### src/hw/rtl/sgb_pkg.sv
// ----------------------------------------------------------------------------
// sgb_pkg
// Shared types and constants for the scatter grid binning block.
// ----------------------------------------------------------------------------
package sgb_pkg;

  localparam int PT_DEPTH  = 4096;
  localparam int PT_AW     = 12;
  localparam int CNT_W     = 13;
  localparam int CELL_AW   = 10;
  localparam int SUM_W     = 44;
  localparam int SIDE_W    = 6;
  localparam int GRID_LIM  = 500;
  localparam int SIDE_MAX  = 32;
  localparam int ONE_Q16   = 65536;
  localparam int DIV_NW    = 44;
  localparam int DIV_DW    = 33;

  // operation codes carried in the input tuser
  localparam logic [1:0] OP_LOAD   = 2'd0;
  localparam logic [1:0] OP_FINISH = 2'd1;
  localparam logic [1:0] OP_READ   = 2'd2;

  typedef struct packed {
    logic               bad;
    logic signed [31:0] z;
    logic signed [31:0] y;
    logic signed [31:0] x;
  } point_t;

  typedef struct packed {
    logic [SUM_W-1:0] sum;
    logic [CNT_W-1:0] cnt;
  } cell_t;

endpackage

### src/hw/rtl/sgb_div.sv
// ----------------------------------------------------------------------------
// sgb_div
// Unsigned restoring divider, one quotient bit per cycle.
// ----------------------------------------------------------------------------
module sgb_div (
  input  logic                       clk,
  input  logic                       rst,
  input  logic                       go,
  input  logic [sgb_pkg::DIV_NW-1:0] numer,
  input  logic [sgb_pkg::DIV_DW-1:0] denom,
  output logic                       done,
  output logic [sgb_pkg::DIV_NW-1:0] quot
);
  import sgb_pkg::*;

  logic [DIV_DW-1:0] rem;
  logic [DIV_DW-1:0] den;
  logic [5:0]        cnt;
  logic              busy;
  logic [DIV_DW:0]   trial;
  logic              fits;

  // shift in the next numerator bit and try a subtract
  assign trial = {rem, quot[DIV_NW-1]};
  assign fits  = trial >= {1'b0, den};

  always_ff @(posedge clk) begin
    if (rst) begin
      busy <= 1'b0;
      done <= 1'b0;
      cnt  <= '0;
    end else begin
      done <= 1'b0;
      if (go) begin
        busy <= 1'b1;
        cnt  <= 6'(DIV_NW);
        rem  <= '0;
        den  <= denom;
        quot <= numer;
      end else if (busy) begin
        rem  <= fits ? DIV_DW'(trial - {1'b0, den}) : trial[DIV_DW-1:0];
        quot <= {quot[DIV_NW-2:0], fits};
        cnt  <= cnt - 6'd1;
        if (cnt == 6'd1) begin
          busy <= 1'b0;
          done <= 1'b1;
        end
      end
    end
  end

endmodule

### config.mk
export PLATFORM = sky130hd
export DESIGN_NAME = sgb_div
export DESIGN_NICKNAME = d
export VERILOG_FILES = /design/src/hw/rtl/sgb_pkg.sv /design/src/hw/rtl/sgb_div.sv
export SDC_FILE = /design/constraint.sdc
export NUM_CORES = 1
export LEC_CHECK = 0
export BUFFER_PORTS_ARGS = -buffer_cell sky130_fd_sc_hd__clkbuf_2
export CAP_MARGIN = 15
export CORE_MARGIN = 8
export CORE_UTILIZATION = 58
export CTS_BUF_LIST = sky130_fd_sc_hd__clkbuf_8
export CTS_CLUSTER_DIAMETER = 30
export DETAILED_ROUTE_END_ITERATION = 8
export PLACE_DENSITY = 0.82
export SYNTH_ARGS = -nofsm -noshare
export SYNTH_HDL_FRONTEND = slang
export SYNTH_SLANG_ARGS = --single-unit
### constraint.sdc
create_clock -name clk -period 5.82 [get_ports clk]
set_input_delay 0.291 -clock clk [delete_from_list [all_inputs] [get_ports clk]]
set_output_delay 0.291 -clock clk [all_outputs]
set_load 0.01 [all_outputs]
Word level (Yosys, flattened, before mapping):

Cells that the tools add are included.

* register bits: 118
* input port bits: 80
* logic and storage cells: 28
* output and inout port bits: 45
* memories kept: 0
* ROM bits: 0
* memory bits (writable): 0
* latch bits: 0

* reductions and logical operators: 5
* multipliers: 0
* divide/modulo/power cells: 0
* multiplexer cells: 10
* $add $sub $neg: 2
* magnitude comparators: 1
* bitwise logic cells: 2
* equal/unequal tests: 1
* shift-type cells: 0

Operators by type and width (number)
* two-way mux 44 bit: 2
* two-way mux 33 bit: 2
* >= comparator 34 x 33 -> 1 bit: 1
* subtractor 33 bit: 1
* two-way mux 6 bit: 2
* equality test 6 x 1 -> 1 bit, second input constant: 1
* subtractor 6 x 1 -> 6 bit, second input constant: 1
* two-way mux 1 bit: 4
* AND reduction 2 bit: 2
* OR reduction 3 bit: 1
* NOT 1 bit: 2
* nonzero test 2 bit: 1
* OR reduction 2 bit: 1

Depth between registers and ports, before layout:

* depth after elaboration: 4
* mapped depth: 15
* mapped depth without buffers: 13

Worst setup path before layout:

OpenSTA, ideal clock, no wires.

* path kind: input to register
* start: input port go
* end: register quot[0] (netlist bit), enable pin
* slack: 1.180 ns
* setup time: 0.514 ns
* buffers on the path: 2
* cell stages on the path: 4
* required time: 5.306 ns
* arrival time: 4.126 ns
* cell sequence: clkbuf_1 clkbuf_1 nor2_1 nor2_1

* longest elaborated chain between the ends: 2

Ends and longest elaborated chain
* start, declared: RTL line sgb_div.sv:8 `input logic go,`
* nonzero test 2 bit (no source line)
* AND reduction 2 bit (no source line)
* end signal, assigned: RTL line sgb_div.sv:39 `quot <= numer;`
* end signal, assigned: RTL line sgb_div.sv:42 `quot <= {quot[DIV_NW-2:0], fits};`
* end, declared: RTL line sgb_div.sv:12 `output logic [sgb_pkg::DIV_NW-1:0] quot`

No other way between the ends.
A chain may end at the register's enable or synchronous reset.

Worst setup path in the final report:

* start: register quot[43] (netlist bit)
* end: register rem[31], data pin

* longest elaborated chain between the ends: 3
* elaborated cells on any way between the ends: 4
* those cells by class: 1 x add/sub; 1 x order compare; 2 x mux

Ends and longest elaborated chain
* subtractor 33 bit or >= comparator 34 x 33 -> 1 bit (tied branches): RTL line sgb_div.sv:41, sgb_div.sv:25
* two-way mux 33 bit (*): RTL line sgb_div.sv:41 `rem <= fits ? DIV_DW'(trial - {1'b0, den}) : trial[DIV_DW-1:0];`
* two-way mux 33 bit (*): RTL line sgb_div.sv:40 `end else if (busy) begin`
* end signal, assigned: RTL line sgb_div.sv:41
* end, declared: RTL line sgb_div.sv:16 `logic [DIV_DW-1:0] rem;`

Mark *: on every way between the ends. The rest lies on a longest branch, timed or not. The select of a mux whose other input is x is not followed.

==> summary.txt <==
CTS H-tree depth = 4
DP Wirelength = 10,900 um
I/O Buffers = 124
Final RePlAce weighted congestion = 0.907
Syn. warnings = 0
Die Area = 15,000 um^2
Hold Path Origin = denom[32]
Crit path max-delay cell type = a311oi_2
Cell Pwr Density = 295 nW/um^2
Inserted Clock Buffers = 17
Ranking of synthesized cells by area = edfxtp_1 (50%), mux2_2 (7.5%), ha_1 (6.7%)
Max-slew violations = 0
Worst Hold Path EP = den[32]
Worst r2r path cells = 14
Fmax = 0.239 GHz
P&R area growth vs syn = 20.5%
Rows = 39
Most used DFF post-synth = edfxtp_1
Worst Setup End Kind = flop
Outcome = completed
Via/cell ratio = 5.64
# hold bufs at CTS = 21
Drt wl/cell = 17.2 um
Hold Vio Cnt, Final = 0
Total wire length = 15,200 um
# diodes = 0
IO Pins = 125
Crit Reg-Reg Endpoint = rem[31]
Syn_nets = 698
Hold crit path type = input pin to flop
Critical-path cell list = inv_1 > ha_1 > inv_1 > fa_1 > a21o_1 > a221oi_2 > o211ai_1 > a221o_1 > o21a_1 > a311oi_2 > o31a_1 > buf_4 > and3_1 > a41o_1
Initial Utilization = 58.6%
Total Power = 2340 uW
TritonCTS clock tree = yes
Critical path required time = 6.14 ns
First-pass GRT wire length = 25,000 um
CP Max Fanout = 19
Via Count = 5,006
Synth async-reset ratio = 0%
RSZ-0062 raised after global routing = no
Reg-to-reg setup timing slack = 1.64 ns
GR Overflow Total = 0
Final Critical Period = 4.18 ns
Vias in the first global route = 5,146
Syn Inst Count = 582
Layout cells sized above 1 = 29.6%
Clk buf depth = 2
Core box area = 11,200 um^2
Post-synth EDFFs = 110
Fill count = 787
DP Area = 7330 um^2
Worst-path clk slew = 0.07 ns
Die Width = 122 um
Commonest cells in the netlist = edfxtp_1 (110), nand2_1 (70), a21oi_1 (54)
DRT Pass-1 Iters = 4
Post-CTS setup buffer count = 0
Synth top area share = 50.2%
Rel. slew slack = 27.2%
Avg Inst Size Synth = 11.3 um^2
Sequential share of the synthesized area = 52.7%
Critical Path Source Type = flop
Drt initial violations = 268
All-layer global routing usage = 21.3%
Synth Cell Area = 6580 um^2
Max IR drop VDD = 0.274 mV
Maximum single-stage delay on the critical path = 0.46 ns
FF+latch count, synth = 118
Most frequent CP cell = inv_1
Final Cycle Share = 71.8%
Initial antenna violation count = 0
Max Cap Violations = 0
Root Driver = clkbuf_8
Leakage Power = 0.00332 uW
Fin cells = 887
Clk sinks = 118
Setup CP Type = flop to flop
Worst hold slack = 0.0190 ns
Most frequent cell after synthesis = edfxtp_1
Post-Layout Inst Area = 7930 um^2
Post-cts resize count = 0
Reg-to-Reg Start = quot[43]
Nets = 847
Netlist cell types = 58
Setup TNS = 0 ns
Worst EP arrival = 4.50 ns
Hold path cells = 1
# setup viols final = 0
Clock skew = 0.0186 ns
Worst-skew pair later-pin latency = 0.46 ns
Area leader, netlist = edfxtp_1
Die Y-Extent = 122 um
DRC = 0
Routed Antenna Nets = 0
Largest net degree at the start of global routing = 57
Inst Count DP = 833
Worst-margin pin slew = 1.09 ns
==> layout by cell type (no fill, tap or decap), types with 4 or more instances in the layout <==
cell type	synthesis	layout
inv_6	0	5
nor3_1	6	6
o21ai_1	10	10
o21ai_0	7	7
dlygate4sd3_1	0	22
ha_1	35	35
a21o_1	10	10
inv_1	47	48
o21a_1	4	4
nand2_1	70	70
xnor2_1	16	16
mux2_2	44	44
o31ai_1	5	4
and3_1	7	7
clkbuf_2	0	123
nor2_1	31	29
a211oi_2	6	6
clkinv_4	0	4
a21oi_1	54	54
buf_4	1	5
xor2_1	15	15
clkbuf_8	0	17
nand3_1	11	11
nor2b_1	4	4
edfxtp_1	110	110
o211ai_1	5	5
dfxtp_1	8	8
nor4b_1	4	4
==> final cells by class <==
type	count	area [um^2]	area share, %
timing repair buffer	151	878	11.1
inverter	47	176	2.23
sequential	118	3460	43.7
tap	143	179	2.26
multi-input combinational	396	2850	35.9
clock inverter	15	146	1.85
clock buffer	17	234	2.95
==> layer usage <==
metal  GRT usage (%)  routed length [um]  vias to the layer above
met3            10.2                1680                       16
met2            33.7                7130                      187
met5               0                   0                        -
li1                -                   -                     2447
met4            7.16                 204                        0
met1            25.2                6240                     2356
==> per-stage QoR <==
step	utilization, %	setup WS [ns]
3_3_place_gp	65.3	1.88
3_5_place_dp	65.3	1.68
6_report	70.6	1.64
5_1_grt	70.6	1.41
4_1_cts	70.5	1.68
2_1_floorplan	-	1.18
==> logic make-up (layout without fill, tap and decap cells) <==
family	count (synthesis)	count (layout)	synth area share, %
adders and majority gates	36	36	6.96
AOI/OAI and AO/OA	131	131	13.4
and+or+nand+nor	152	152	10.7
muxes	46	46	7.84
buffers and inverters	68	230	4.39
DFF	118	118	52.7
xor gates and xnor gates	31	31	4.13
==> worst max path at each step <==
| stage | from | cells past startpoint | end |
|---|---|---|---|
| final | quot[43] | 14 | rem[31] |
| after global routing | quot[43] | 14 | rem[31] |
| after CTS | quot[43] | 14 | rem[31] |
| after detailed placement | quot[43] | 14 | rem[31] |
| after global placement | quot[43] | 14 | rem[31] |
| after floorplan | go | 4 | quot[0] |
==> report_power, final <==
part	leakage, uW	internal [uW]	switching [uW]
clock network	0.000187	346	374
registers	0.00112	1010	35.3
logic	0.00202	247	325
total	0.00332	1610	734
==> sequential cells by signal (all words and copies together), names as in the netlist <==
signal and cells:
den 33, done 1, busy 1, quot 44, cnt 6, rem 33
==> critical path: cells and delay by family, from the launching register on <==
family                   cells  cell delay, ns
AO/OA/AOI/OAI                8            2.37
adder cells (fa/ha/maj)      2            0.56
buffers and inverters        3            0.49
flip-flops                   1            0.40
AND/OR/NAND/NOR              1            0.21
Power figures use the tool's default switching activity.
